File: config.mk
export PLATFORM = sky130hd
export DESIGN_NAME = deq_cell
export DESIGN_NICKNAME = d
export VERILOG_FILES = /design/src/sv/deq_pkg.sv /design/src/sv/deq_cell.sv
export SDC_FILE = /design/constraint.sdc
export NUM_CORES = 1
export LEC_CHECK = 0
export ABC_CLOCK_PERIOD_IN_PS = 3640
export BUFFER_PORTS_ARGS = -buffer_cell sky130_fd_sc_hd__buf_2
export CAP_MARGIN = 30
export CORE_MARGIN = 2
export CORE_UTILIZATION = 38
export DETAILED_ROUTE_END_ITERATION = 6
export GPL_ROUTABILITY_DRIVEN = 0
export PLACE_DENSITY_LB_ADDON = 0.25
export SYNTH_ARGS = -nofsm -noshare
export SYNTH_HDL_FRONTEND = slang
export SYNTH_SLANG_ARGS = --single-unit
File: constraint.sdc
create_clock -name clk_i -period 3.64 [get_ports clk_i]
set_clock_uncertainty 0.05 [all_clocks]
set_input_delay 0.728 -clock clk_i [delete_from_list [all_inputs] [get_ports clk_i]]
set_output_delay 0.728 -clock clk_i [all_outputs]
set_load 0.02 [all_outputs]
File: src/sv/deq_pkg.sv
`timescale 1ns / 1ps

package deq_pkg;

  localparam int unsigned WORD_W  = 32;
  localparam int unsigned OCC_W   = 11;
  localparam int unsigned GROUP_N = 32;

  typedef enum logic [2:0] {
    ACT_NONE       = 3'd0,
    ACT_PUSH_BACK  = 3'd1,
    ACT_PUSH_FRONT = 3'd2,
    ACT_POP_BACK   = 3'd3,
    ACT_POP_FRONT  = 3'd4
  } act_e;

  typedef enum logic [1:0] {
    ST_OK        = 2'd0,
    ST_OVERFLOW  = 2'd1,
    ST_UNDERFLOW = 2'd2
  } status_e;

  typedef enum logic [1:0] {
    CELL_HOLD       = 2'd0,
    CELL_SHIFT_UP   = 2'd1,
    CELL_SHIFT_DOWN = 2'd2,
    CELL_LOAD_BACK  = 2'd3
  } cell_op_e;

  typedef enum logic [1:0] {
    S_IDLE   = 2'd0,
    S_GATHER = 2'd1,
    S_REPORT = 2'd2
  } state_e;

  typedef struct packed {
    cell_op_e            op;
    logic [WORD_W-1:0]   value;
  } cell_ctrl_t;

  typedef struct packed {
    logic [2:0]          action;
    logic signed [31:0]  value;
  } in_t;

  typedef struct packed {
    logic signed [31:0]  front_value;
    logic signed [31:0]  back_value;
    logic                is_empty;
    logic [OCC_W-1:0]    occupancy;
    logic [1:0]          status;
  } out_t;

endpackage

File: src/sv/deq_cell.sv
`timescale 1ns / 1ps

module deq_cell #(
  parameter int unsigned INDEX = 0,
  parameter int unsigned CNT_W = 11
) (
  input  logic                          clk_i,
  input  deq_pkg::cell_ctrl_t           ctrl_i,
  input  logic [CNT_W-1:0]              count_i,
  input  logic [deq_pkg::WORD_W-1:0]    prev_i,
  input  logic [deq_pkg::WORD_W-1:0]    next_i,
  output logic [deq_pkg::WORD_W-1:0]    data_o,
  output logic [deq_pkg::WORD_W-1:0]    back_o
);

  logic [deq_pkg::WORD_W-1:0] data_q;
  logic [deq_pkg::WORD_W-1:0] data_d;

  // take from a neighbor on a shift, or the pushed value when this is the first free cell
  always_comb begin
    data_d = data_q;
    unique case (ctrl_i.op)
      deq_pkg::CELL_HOLD:       data_d = data_q;
      deq_pkg::CELL_SHIFT_UP:   data_d = prev_i;
      deq_pkg::CELL_SHIFT_DOWN: data_d = next_i;
      deq_pkg::CELL_LOAD_BACK: begin
        if (count_i == CNT_W'(INDEX)) begin
          data_d = ctrl_i.value;
        end
      end
    endcase
  end

  always_ff @(posedge clk_i) begin
    data_q <= data_d;
  end

  assign data_o = data_q;
  // present data only when this cell holds the back element
  assign back_o = (count_i == CNT_W'(INDEX + 1)) ? data_q : '0;

endmodule

==> summary.md <==
| Metric | Value |
|---|---|
| PnR Total Power | 0.987 mW |
| Die X-Extent | 75.4 um |
| Clk sinks | 32 |
| TritonCTS Buffers | 5 |
| CTS Buffer Depth | 2 |
| Largest cells by area after synthesis | edfxtp_1 (50%), mux2i_1 (17%), and2_2 (8.5%) |
| CP Class | input port to primary output |
| Synth warn | 0 |
| Outcome | finished, final reports clean |
| FF+latch count, synth | 32 |
| Endpoints failing setup | 0 |
| Final worst-path cycle share | 73.6% |
| Vias after detailed routing | 1956 |
| Starting Density | 38.7% |
| Max-Cap Viols | 0 |
| Area grow syn2layout | 49.9% |
| Tmin final | 2.68 ns |
| CP Launch Type | input port |
| Core Area | 5010 um^2 |
| Fmax | 373 MHz |
| Max-slew headroom | 41.1% |
| Nets@finish | 461 |
| Global-route wire length before repair | 7.55 mm |
| Worst-Margin Slew | 0.881 ns |
| Setup TNS Final | 0 ns |
| DR vias/cell | 4.64 |
| RSZ-0062 raised after global routing | no |
| Synth unique cells | 18 |
| H-tree level count | 2 |
| Port-buffer cells | 173 |
| Die footprint | 5690 um^2 |
| 1st-pass router iterations | 4 |
| I/O pin total | 174 |
| Post-synth top area cell | edfxtp_1 |
| Hold buffer count at CTS | 0 |
| Commonest cells after routing, fill and taps aside | buf_2 (173), nor2_1 (33), mux2i_1 (32), a21oi_1 (32), edfxtp_1 (32) |
| Post-CTS Setup Inserts | 0 |
| Post-layout instance area | 2910 um^2 |
| Launch point of the worst path | count_i[5] |
| Pwr Density | 340 nW/um^2 |
| Row cnt | 26 |
| Vias in the first global route | 1736 |
| Reg clk slew, reported paths | 0.06 ns |
| WL per Instance | 12.7 um |
| DRC | 0 |
| Initial antenna violation count | 0 |
| CP Capture Type | primary output |
| Post-CTS resize count | 0 |
| Placed cell area | 2830 um^2 |
| Synth top area share | 49.5% |
| Final Hold Viols | 0 |
| Peak supply drop | 0.000167 V |
| Placed cell count | 414 |
| # diodes | 0 |
| Cells after Synth | 183 |
| Total grt overflow | 0 |
| Crit path to | back_o[22] |
| Hold path depth | 3 |
| Worst-path fanout max | 32 |
| Mapped Nets | 293 |
| Detailed placement HPWL | 4.17 mm |
| Largest net degree at the start of global routing | 45 |
| Share of cells above drive strength 1 | 58.2% |
| Hold Crit Start | prev_i[28] |
| Commonest non-fill, non-tap cell in the layout | buf_2 |
| Leakage | 1.52 nW |
| Die Y | 75.4 um |
| Initial DRC count | 63 |
| Mean post-synth cell area | 10.6 um^2 |
| Final Non-Filler Cells | 422 |
| Tot GR Track Use | 18.0% |
| Post-route ant nets | 0 |
| CTS root buf | clkbuf_8 |
| Worst EP required | 2.86 ns |
| Pins Over Slew Limit | 0 |
| Max reg flops | 32 |
| Arrival @ worst endpoint | 1.90 ns |
| CTS tree | yes |
| Final WL | 5.37 mm |
| Seq/Total Area, Yosys | 49.5% |
| Worst hold-check path type | input port to register |
| Mapped cell area | 1940 um^2 |
-- report_power, final --
group / leakage (nW) / switching (mW) / internal, mW
Sequential: 0.316 / 0.0205 / 0.464
Combinational: 1.17 / 0.145 / 0.104
Clock: 0.0399 / 0.121 / 0.133
-- cell usage after synthesis --
master / instances
a21oi_1: 32
a31oi_1: 1
and2_1: 10
and2_2: 22
and3_4: 1
buf_1: 4
buf_2: 2
buf_4: 3
buf_6: 3
clkbuf_1: 2
edfxtp_1: 32
mux2i_1: 32
nand2_1: 1
nor2_1: 34
nor3_1: 1
nor4_1: 1
nor4_2: 1
nor4b_1: 1
-- worst min-delay path by stage --
stage / endpoint / slack [ns]
2_1_floorplan: data_o[8] / 0.90
3_3_place_gp: data_o[18] / 1.0
3_5_place_dp: data_o[28] / 1.00
4_1_cts: data_o[28] / 0.71
5_1_grt: data_o[11] / 0.73
6_report: data_o[28] / 0.72
-- final cells by class --
type                       instances  area [um^2]
fill                             499         2100
timing repair buffer             175          881
tap                               70         87.6
multi-input combinational        137          897
clock buffer                       7         76.3
sequential                        32          961
clock inverter                     1         3.75
-- kinds of logic after synthesis --
logic type	Yosys count	synth area share (%)
and+or+nand+nor	72	20.8
DFF	32	49.5
buffers and inverters	14	4.58
muxes	32	16.5
AOI/OAI and AO/OA	33	8.58
-- metal layers --
layer,track usage [%],vias up,share of wire (%)
met5,0,-,0
met4,7.41,0,1.8
met3,4.37,11,8.2
met2,34.0,106,52
met1,18.8,862,38
li1,-,977,-
-- worst max-delay path: stages --
cell and delay (ns):
buf_2 0.11, nor4b_1 0.30, and3_4 0.41, and2_2 0.19, buf_2 0.15
-- stage by stage --
step                      utilization (%)  hold slack, ns  setup WS (ns)
after CTS                            58.0           0.711          0.946
final                                58.0           0.722          0.960
after detailed placement             56.4            1.00          0.941
after global placement               56.4           0.998          0.982
after global routing                 58.0           0.727          0.792
after floorplan                         -           0.904          0.610
Power figures use the tool's default switching activity.
