## config.mk

```make
export PLATFORM = sky130hd
export DESIGN_NAME = deq_or_reduce
export DESIGN_NICKNAME = d
export VERILOG_FILES = /design/src/sv/deq_pkg.sv /design/src/sv/deq_or_reduce.sv
export SDC_FILE = /design/constraint.sdc
export NUM_CORES = 1
export LEC_CHECK = 0
export ABC_AREA = 1
export BUFFER_PORTS_ARGS = -buffer_cell sky130_fd_sc_hd__buf_2
export CORE_AREA = 2 2 411 413
export CTS_BUF_LIST = sky130_fd_sc_hd__clkbuf_4 sky130_fd_sc_hd__clkbuf_8
export DETAILED_ROUTE_END_ITERATION = 16
export DIE_AREA = 0 0 413 415
export SLEW_MARGIN = 20
export SYNTH_ARGS = -nofsm -noshare
export SYNTH_HDL_FRONTEND = slang
export SYNTH_SLANG_ARGS = --single-unit
```

## constraint.sdc

```tcl
create_clock -name clk_i -period 1.2 [get_ports clk_i]
set_clock_uncertainty 0.2 [all_clocks]
set_input_delay 0.12 -clock clk_i [delete_from_list [all_inputs] [get_ports clk_i]]
set_output_delay 0.12 -clock clk_i [all_outputs]
set_load 0.02 [all_outputs]
```

## src/sv/deq_pkg.sv

```systemverilog
`timescale 1ns / 1ps

package deq_pkg;

  localparam int unsigned WORD_W  = 32;
  localparam int unsigned OCC_W   = 11;
  localparam int unsigned GROUP_N = 32;

  typedef enum logic [2:0] {
    ACT_NONE       = 3'd0,
    ACT_PUSH_BACK  = 3'd1,
    ACT_PUSH_FRONT = 3'd2,
    ACT_POP_BACK   = 3'd3,
    ACT_POP_FRONT  = 3'd4
  } act_e;

  typedef enum logic [1:0] {
    ST_OK        = 2'd0,
    ST_OVERFLOW  = 2'd1,
    ST_UNDERFLOW = 2'd2
  } status_e;

  typedef enum logic [1:0] {
    CELL_HOLD       = 2'd0,
    CELL_SHIFT_UP   = 2'd1,
    CELL_SHIFT_DOWN = 2'd2,
    CELL_LOAD_BACK  = 2'd3
  } cell_op_e;

  typedef enum logic [1:0] {
    S_IDLE   = 2'd0,
    S_GATHER = 2'd1,
    S_REPORT = 2'd2
  } state_e;

  typedef struct packed {
    cell_op_e            op;
    logic [WORD_W-1:0]   value;
  } cell_ctrl_t;

  typedef struct packed {
    logic [2:0]          action;
    logic signed [31:0]  value;
  } in_t;

  typedef struct packed {
    logic signed [31:0]  front_value;
    logic signed [31:0]  back_value;
    logic                is_empty;
    logic [OCC_W-1:0]    occupancy;
    logic [1:0]          status;
  } out_t;

endpackage

```

## src/sv/deq_or_reduce.sv

```systemverilog
`timescale 1ns / 1ps

module deq_or_reduce #(
  parameter int unsigned N = 32
) (
  input  logic                                 clk_i,
  input  logic                                 en_i,
  input  logic [N-1:0][deq_pkg::WORD_W-1:0]    leaves_i,
  output logic [deq_pkg::WORD_W-1:0]           sum_o
);

  logic [deq_pkg::WORD_W-1:0] sum_q;
  logic [deq_pkg::WORD_W-1:0] sum_d;

  // merge the leaves; at most one is nonzero
  always_comb begin
    sum_d = '0;
    for (int unsigned k = 0; k < N; k++) begin
      sum_d = sum_d | leaves_i[k];
    end
  end

  always_ff @(posedge clk_i) begin
    if (en_i) begin
      sum_q <= sum_d;
    end
  end

  assign sum_o = sum_q;

endmodule

```

==> impl_results.md, run 1 <==
- Top Metal Used: met5
- Wl on met1: 31.7 mm
- Multi-input gate area: 0.00395 sq mm
- Synth Area in Adders: 0%
- Clock sinks: 32
- Die Area: 0.171 sq mm
- Die width: 413 um
- Final Setup Violations: 43
- Synth warn: 0
- RSZ-0062 raised after global routing: yes
- Avg Cell Area, Syn: 4.54 sq um
- Status: finished with violations
- Max reg flops: 32
- Number of global-route vias before repair: 13000
- Power per standard cell area: 366 mW/mm^2
- Clock-pin slew on the worst setup and hold paths: 0.13 ns
- Worst EP arrival: 1.19 ns
- Largest family of logic cells by synthesized area: simple AND/OR/NAND/NOR gates
- Worst Path Buf+Inv: 1
- Hold-fix buffers, CTS: 197
- Fraction of synthesized cell area in xor and xnor cells: 0%
- CP peak stage delay: 0.56 ns
- Longest Clk Path Bufs: 2
- DR WL/cell: 17.7 um
- # fillers: 19800
- Via count: 13200
- Seq/Total Area, Yosys: 14.4%
- Min Hold Slack: -0.0341 ns
- Worst path cell trace: buf_6
- Hold crit path type: in -> reg
- Initial antenna violation count: 108
- DP Area: 0.0153 sq mm
- Crit start category: flop
- CTS H-tree depth: 2
- Post-synthesis register bit count: 32
- I/O Pins: 1058
- Required time worst endpoint: 0.88 ns
- Largest net degree at the start of global routing: 15
- Post-route setup slack: -0.312 ns
- Hold Crit Start: leaves_i[593]
- Worst Max-Slew Pin Slew: 0.466 ns
- GRT overflow: 0
- Total track usage: 9.67%
- I/O Buffers: 1057
- First-pass GRT wire length: 108 mm
- Violated checks: negative hold slack, negative setup slack
- Antenna Violating Nets Remaining: 0
- Top-area cell type share of the netlist area: 28.7%
- Pleak: 0.0104 uW
- Fin. max-slew vios: 0
- Max Fclk: 661 MHz
- GPL Wtd Cong: 1.02
- Crit-path slowest cell: edfxtp_1
- TritonCTS clock tree: built
- Root buffer cell: clkbuf_8
- Crit end category: output port
- Top cell family by delay on the critical path: flip-flops
- Area Growth Syn to Fin: 162%
- Crit Path Class: reg -> out
- Max Cap Viol: 0
- Minimum clock period after layout: 1.51 ns
- Final hold violation count: 7
- Met2 wire len: 43.2 mm
- Worst setup path startpoint: sum_o[30]$_DFFE_PP_
- Compound-Gate Fraction of Synth Area: 0%
- Chip height: 415 um
- Yosys top cell by area: inv_1
- Ratio of cells with drive above 1 in the final layout: 42.3%
- Avg Vias per Cell: 2.67
- Initial Util: 4.01%
- DR WL met3: 8.90 mm
- DP HPWL: 80.3 mm
- DR iter-0 viols: 733
- Syn nets: 2498
- Final Cell Area: 0.0175 sq mm
- Cells after Synth: 1472
- Fin nets: 3730
- Slew HR: 68.9%
- Core area: 0.167 sq mm
- Reg area: 961 sq um
- First-pass DRT Iterations: 5
- Cell Area, Synth: 0.00669 sq mm
- Post-CTS Setup Inserts: 0
- Portion of netlist area occupied by mux cells: 0%
- DRC Markers: 0
- CTS Buf Count: 5
- Setup_tns: -3.46 ns
- # rows: 150
- Netlist cell types: 7
- Crit share post-route: 126%
- VDD IR max: 0.376 mV
- Area contributors post-synth: inv_1, nor2_1, nand2_1, edfxtp_1, and2_1
- Final wirelength: 87.2 mm
- CP max FO: 1
- Post-Synth Simple-Gate Area: 56.9%
- Final Core Density: 10.5%
==> area by class of cell <==
type	count	share of cell area [%]
antenna	25	0.357
clock buffer	7	0.478
tap	2204	15.7
inverter	512	11.0
multi-input combinational	928	22.5
clock inverter	1	0.0214
timing repair buffer	1225	44.5
sequential	32	5.48
==> worst paths after layout <==
check,endpoint,depth (start not counted)
worst max-delay path,sum_o[30],1
worst min-delay path,sum_o[17]$_DFFE_PP_,7
==> Yosys cell counts, drive strengths merged <==
library cell	instances
inv	512
nor2	448
and2	64
edfxtp	32
nand4	32
nand2	384
==> routing by layer <==
layer | vias to the layer above | GRT usage [%]
met2 | 879 | 17.4
met5 | - | 0
met4 | 48 | 3.04
met1 | 5516 | 10.5
li1 | 6495 | -
met3 | 217 | 3.33
==> power by group <==
part | total (uW) | internal [uW] | switching [uW] | leakage (uW)
logic | 3810 | 2120 | 1680 | 0.00998
registers | 1320 | 1280 | 39.3 | 0.000323
clock network | 1290 | 457 | 835 | 0.0000469
total | 6420 | 3860 | 2560 | 0.0104
==> placed cells by master, fill, tap and decap left out <==
cell / netlist / routed
diode_2: 0 / 25
and2_4: 0 / 3
buf_2: 0 / 937
and2_1: 64 / 61
buf_12: 0 / 10
nor2_4: 0 / 2
edfxtp_1: 32 / 32
nor2_2: 32 / 70
inv_2: 0 / 25
nand4_1: 32 / 32
nor2_1: 416 / 376
dlygate4sd3_1: 0 / 111
nand2_4: 0 / 1
buf_4: 0 / 50
clkinv_1: 0 / 1
nand2_2: 0 / 7
dlymetal6s4s_1: 0 / 86
clkbuf_4: 0 / 2
clkbuf_8: 0 / 5
nand2_1: 384 / 376
inv_1: 512 / 487
buf_6: 0 / 29
buf_8: 0 / 2
==> cell families (layout without fill, tap and decap cells) <==
group / after synthesis / in the layout
simple gates: 928 / 928
buf+inv: 512 / 1745
flops: 32 / 32
other cells: 0 / 25
==> metrics by stage <==
step / instances / power, uW / setup slack, ns
after global routing: 4922 / 7020 / -0.357
after CTS: 4998 / 6710 / -0.382
after global placement: 4793 / 4550 / -0.747
final: 4934 / 6420 / -0.312
after floorplan: 1472 / 2180 / 0.277
after detailed placement: 4793 / 4560 / -0.730
==> what timing repair did <==
action,4_1_cts,5_1_grt
pin swaps,0,124
gates resized for setup,59,169
setup endpoints to repair,33,55
hold endpoints to repair,49,10
Power figures use the tool's default switching activity.
==> inputs of run 2 (changes only) <==
--- a/config.mk
+++ b/config.mk
@@ -7,11 +7,12 @@
 export LEC_CHECK = 0
 export ABC_AREA = 1
 export BUFFER_PORTS_ARGS = -buffer_cell sky130_fd_sc_hd__buf_2
-export CORE_AREA = 2 2 411 413
+export CORE_AREA = 2 2 410 412
 export CTS_BUF_LIST = sky130_fd_sc_hd__clkbuf_4 sky130_fd_sc_hd__clkbuf_8
 export DETAILED_ROUTE_END_ITERATION = 16
-export DIE_AREA = 0 0 413 415
+export DIE_AREA = 0 0 412 414
 export SLEW_MARGIN = 20
 export SYNTH_ARGS = -nofsm -noshare
 export SYNTH_HDL_FRONTEND = slang
 export SYNTH_SLANG_ARGS = --single-unit
+export TNS_END_PERCENT = 100
==> constraint.sdc (replaced) <==
create_clock -name clk_i -period 1.75 [get_ports clk_i]
set_clock_uncertainty 0.2 [all_clocks]
set_input_delay 0.175 -clock clk_i [delete_from_list [all_inputs] [get_ports clk_i]]
set_output_delay 0.175 -clock clk_i [all_outputs]
set_load 0.02 [all_outputs]
==> run 2 against run 1 <==
Effect of this change: the flow finishes with violations (negative hold slack); routed wire length is 0.77% lower; count of clock-buffer cells in the layout stayed put; power down 27%; critical endpoint is now sum_o[28]; critical path depth stayed put.
==> impl_results.md, run 2 (synthesis gave the netlist of run 1 again) <==
- Status: finished with violations
- Violated checks: negative hold slack
- Post-CTS Setup Inserts: 0
- Crit-path slowest cell: edfxtp_1
- CP peak stage delay: 0.57 ns
- Minimum clock period after layout: 1.60 ns
- Final hold violation count: 1
- Multi-input gate area: 0.00383 sq mm
- Fin. max-slew vios: 0
- Final Cell Area: 0.0187 sq mm
- Max Cap Viol: 0
- DR WL/cell: 16.8 um
- Worst path cell trace: buf_4
- Post-Place Worst Slack: -0.0902 ns
- Max Fclk: 627 MHz
- Die Area: 0.171 sq mm
- # rows: 150
- Root buffer cell: clkbuf_8
- Hold crit path type: in -> reg
- Worst EP arrival: 1.22 ns
- Post-route setup slack: 0.155 ns
- I/O Buffers: 1057
- Number of global-route vias before repair: 14200
- Chip height: 414 um
- I/O Pins: 1058
- Power per standard cell area: 251 mW/mm^2
- Crit start category: flop
- Worst setup path startpoint: sum_o[28]$_DFFE_PP_
- Min Hold Slack: -0.00162 ns
- Hold Crit Start: leaves_i[631]
- Via count: 14100
- DP HPWL: 76.1 mm
- Grt met2 use: 17.3%
- Avg Vias per Cell: 2.74
- GPL Wtd Cong: 0.996
- Required time worst endpoint: 1.37 ns
- Commonest non-fill, non-tap cell in the layout: buf_2
- Initial Util: 4.02%
- Antenna Violating Nets Remaining: 0
- Ratio of cells with drive above 1 in the final layout: 39.6%
- # fillers: 19600
- Initial antenna violation count: 77
- DRC Markers: 0
- GRT overflow: 0
- Crit end category: output port
- CTS Buf Count: 5
- Crit share post-route: 91.1%
- M3 GR Usage: 2.65%
- Die width: 412 um
- Power Total: 4680 uW
- Longest Clk Path Bufs: 2
- Most frequent cells in the layout: buf_2, inv_1, nor2_1, nand2_1, dlygate4sd3_1
- Area Growth Syn to Fin: 180%
- Final wirelength: 86.5 mm
- Pleak: 0.0104 uW
- Largest net degree at the start of global routing: 13
- Worst Path Buf+Inv: 1
- GRT met1 Usage: 10.9%
- First-pass DRT Iterations: 6
- Clock sinks: 32
- TritonCTS clock tree: built
- Worst Max-Slew Pin Slew: 0.492 ns
- First-pass GRT wire length: 110 mm
- Clock-pin slew on the worst setup and hold paths: 0.13 ns
- Grt peak-use layer: met2
- Slew HR: 67.1%
- CP Depth: 1
- Max reg flops: 32
- Crit Path Class: reg -> out
- Top cell family by delay on the critical path: flip-flops
- RSZ-0062 raised after global routing: no
- VDD IR max: 0.216 mV
- Core area: 0.166 sq mm
- Cell count of the worst hold path: 7
- Fin nets: 3942
- Final Setup Violations: 0
- CTS H-tree depth: 2
- DP Area: 0.0152 sq mm
- Reg area: 961 sq um
- CP max FO: 1
- DR iter-0 viols: 1025
- Total track usage: 9.66%
## run 2: cell count changes in the layout (fill, tap and decap cells not counted), sizes merged
cell          before   now
dlygate4sd3      111   327
dlymetal6s4s      86     4
buf             1028  1106
diode             25    32
## run 2: routing by layer
layer  vias up  routed length, um
met3       201               8430
met4        24               3430
met5         -                159
met2       898              42300
met1      6065              32300
li1       6936                  -
## run 2: final cells by class
type / instances / share of cell area, %
Antenna cell: 32 / 0.428
Clock buffer: 7 / 0.448
Clock inverter: 1 / 0.0201
Inverter: 512 / 10.3
Multi-Input combinational cell: 928 / 20.5
Sequential cell: 32 / 5.14
Tap cell: 2204 / 14.8
Timing Repair Buffer: 1437 / 48.5
## run 2: final timing paths
check                                 end  slack, ns
worst min-delay path  sum_o[23]$_DFFE_PP_     -0.002
worst max-delay path            sum_o[28]       0.15
## run 2: report_power, final
part	internal [uW]	leakage, uW	switching, uW
combinational	1620	0.0100	1260
clock	314	0.0000469	600
sequential	878	0.000323	19.3
## run 2: stage by stage
stage,std cells,util (%),TNS [ns]
2_1_floorplan,1472,-,0
3_3_place_gp,4782,9.13,-0.108
3_5_place_dp,4782,9.13,-0.0902
4_1_cts,5164,11.4,0
5_1_grt,5129,11.2,0
6_report,5153,11.2,0
## run 2: what timing repair did
item	in CTS	in global routing
endpoints found under the hold margin	33	10
hold buffers	374	23
gates resized for setup	0	15
endpoints found under the setup margin	0	18
==> inputs of run 3 (changes only) <==
--- a/config.mk
+++ b/config.mk
@@ -9,8 +9,10 @@
 export BUFFER_PORTS_ARGS = -buffer_cell sky130_fd_sc_hd__buf_2
 export CORE_AREA = 2 2 410 412
 export CTS_BUF_LIST = sky130_fd_sc_hd__clkbuf_4 sky130_fd_sc_hd__clkbuf_8
+export CTS_CLUSTER_DIAMETER = 150
 export DETAILED_ROUTE_END_ITERATION = 16
 export DIE_AREA = 0 0 412 414
+export GPL_TIMING_DRIVEN = 0
 export SLEW_MARGIN = 20
 export SYNTH_ARGS = -nofsm -noshare
 export SYNTH_HDL_FRONTEND = slang
==> run 3 against run 2 <==
Effect of this change: the run still ends with negative hold slack left; die area is the same; highest routed layer unchanged; clock power grew 9%; final area shrank 2.4%; utilization shrank 0.27 points; routed wire length shrank 3.5%; largest cell class unchanged; flip-flop and latch count is the same; combinational power shrank 3%.
==> impl_results.md, run 3 (synthesis gave the netlist of run 1 again) <==
- Grt peak-use layer: met2
- CTS H-tree depth: 2
- Total track usage: 9.34%
- Final Setup Violations: 0
- TritonCTS clock tree: built
- DRC Markers: 0
- Most frequent cells in the layout: buf_2, inv_1, nor2_1, nand2_1, dlygate4sd3_1
- Commonest non-fill, non-tap cell in the layout: buf_2
- Violated checks: negative hold slack
- Clock-pin slew on the worst setup and hold paths: 0.14 ns
- Core area: 0.166 sq mm
- CTS Buf Count: 5
- Antenna Violating Nets Remaining: 0
- Via count: 13800
- Worst path cell trace: buf_2 -> nor2_1 -> and2_1 -> nand2_1 -> nor2_1 -> nand2_1
- DP HPWL: 73.1 mm
- Power per standard cell area: 255 mW/mm^2
- Crit share post-route: 99.2%
- Clock sinks: 32
- Post-Place Worst Slack: -0.694 ns
- GPL Wtd Cong: 1.02
- CP peak stage delay: 0.93 ns
- Worst EP arrival: 1.67 ns
- GRT met1 Usage: 10.5%
- Avg Vias per Cell: 2.70
- Status: finished with violations
- Ratio of cells with drive above 1 in the final layout: 38.6%
- DP Area: 0.0148 sq mm
- GRT overflow: 0
- Root buffer cell: clkbuf_8
- Max Cap Viol: 0
- Crit-path slowest cell: nor2_1
- I/O Pins: 1058
- Worst Max-Slew Pin Slew: 1.24 ns
- Initial antenna violation count: 92
- Hold crit path type: in -> reg
- Fin nets: 3888
- VDD IR max: 0.262 mV
- Chip height: 414 um
- Post-route setup slack: 0.0144 ns
- Final hold violation count: 2
- Post-route insts no fill: 5105
- Number of global-route vias before repair: 13700
- Pleak: 0.0101 uW
- Final Cell Area: 0.0183 sq mm
- Crit start category: primary input
- M3 GR Usage: 2.74%
- Worst setup path startpoint: leaves_i[903]
- Final Core Density: 11.0%
- DR iter-0 viols: 842
- Area Growth Syn to Fin: 173%
- # rows: 150
- Die width: 412 um
- Minimum clock period after layout: 1.74 ns
- First-pass DRT Iterations: 5
- Placed cell count: 4734
- I/O Buffers: 1057
- Slew HR: 16.9%
- DR WL/cell: 16.4 um
- Crit end category: flop
- Largest net degree at the start of global routing: 18
- Required time worst endpoint: 1.68 ns
- Grt met2 use: 16.2%
- Fin. max-slew vios: 0
- Max reg flops: 32
- Min Hold Slack: -0.0146 ns
- Die Area: 0.171 sq mm
- CP max FO: 13
- Crit Path Class: in -> reg
- Longest Clk Path Bufs: 2
- Initial Util: 4.02%
- Final wirelength: 83.5 mm
- First-pass GRT wire length: 106 mm
- Max Fclk: 576 MHz
- Worst Setup EP: sum_o[7]$_DFFE_PP_
- Cell count of the worst hold path: 7
- Post-CTS Setup Inserts: 0
-- run 3: cell count changes in the layout (fill, tap and decap cells not counted), moves of 2 or more --
cell,previous run,this run
buf_4,45,1
dlygate4sd3_1,327,319
diode_2,32,38
buf_12,6,1
dlymetal6s4s_1,4,7
nor2_1,407,410
nor2_2,41,38
and2_1,64,62
clkbuf_4,2,0
-- run 3: power breakdown --
part | internal (uW) | switching [uW]
combinational | 1560 | 1210
sequential | 877 | 8.66
clock | 420 | 580
-- run 3: worst min path at each step --
| stage | startpoint | endpoint | slack (ns) |
|---|---|---|---|
| finish | leaves_i[677] | sum_o[5]$_DFFE_PP_ | -0.01 |
| global route | leaves_i[831] | sum_o[31]$_DFFE_PP_ | 0.001 |
| CTS | leaves_i[591] | sum_o[15]$_DFFE_PP_ | 0.00009 |
| detailed placement | leaves_i[447] | sum_o[31]$_DFFE_PP_ | 0.35 |
| global placement | leaves_i[447] | sum_o[31]$_DFFE_PP_ | 0.35 |
| floorplan | en_i | sum_o[0]$_DFFE_PP_ | 0.09 |
-- run 3: repair_timing --
action / in CTS / in global routing
endpoints found under the hold margin: 44 / 4
hold buffers: 361 / 7
pin swaps: 0 / 28
endpoints found under the setup margin: 3 / 12
resized for setup: 3 / 13
-- run 3: layer usage --
metal | part of all wire, % | vias up
li1 | - | 6830
met1 | 38 | 5780
met2 | 48 | 958
met3 | 9.6 | 198
met4 | 4.9 | 26
met5 | 0.19 | -
-- run 3: per-stage QoR --
step / setup TNS, ns / power [uW]
3_3_place_gp: -12.46 / 3030
2_1_floorplan: 0 / 1490
5_1_grt: -0.0266 / 5070
4_1_cts: 0 / 4850
3_5_place_dp: -3.61 / 3040
6_report: 0 / 4660
-- run 3: worst max-delay path: cells and delay by family --
| family | cells | cell delay [ns] |
|---|---|---|
| and+or+nand+nor | 5 | 1.38 |
| buffers and inverters | 1 | 0.10 |
-- run 3: layout make-up --
class	instances	area, sq um
inverters	512	1920
diodes	38	95.1
clock inverters	3	37.5
clock buffers	5	68.8
flip-flops and latches	32	961
repair buffers	1383	8590
well taps	2204	2760
fillers	19600	148000
multi-input cells	928	3820
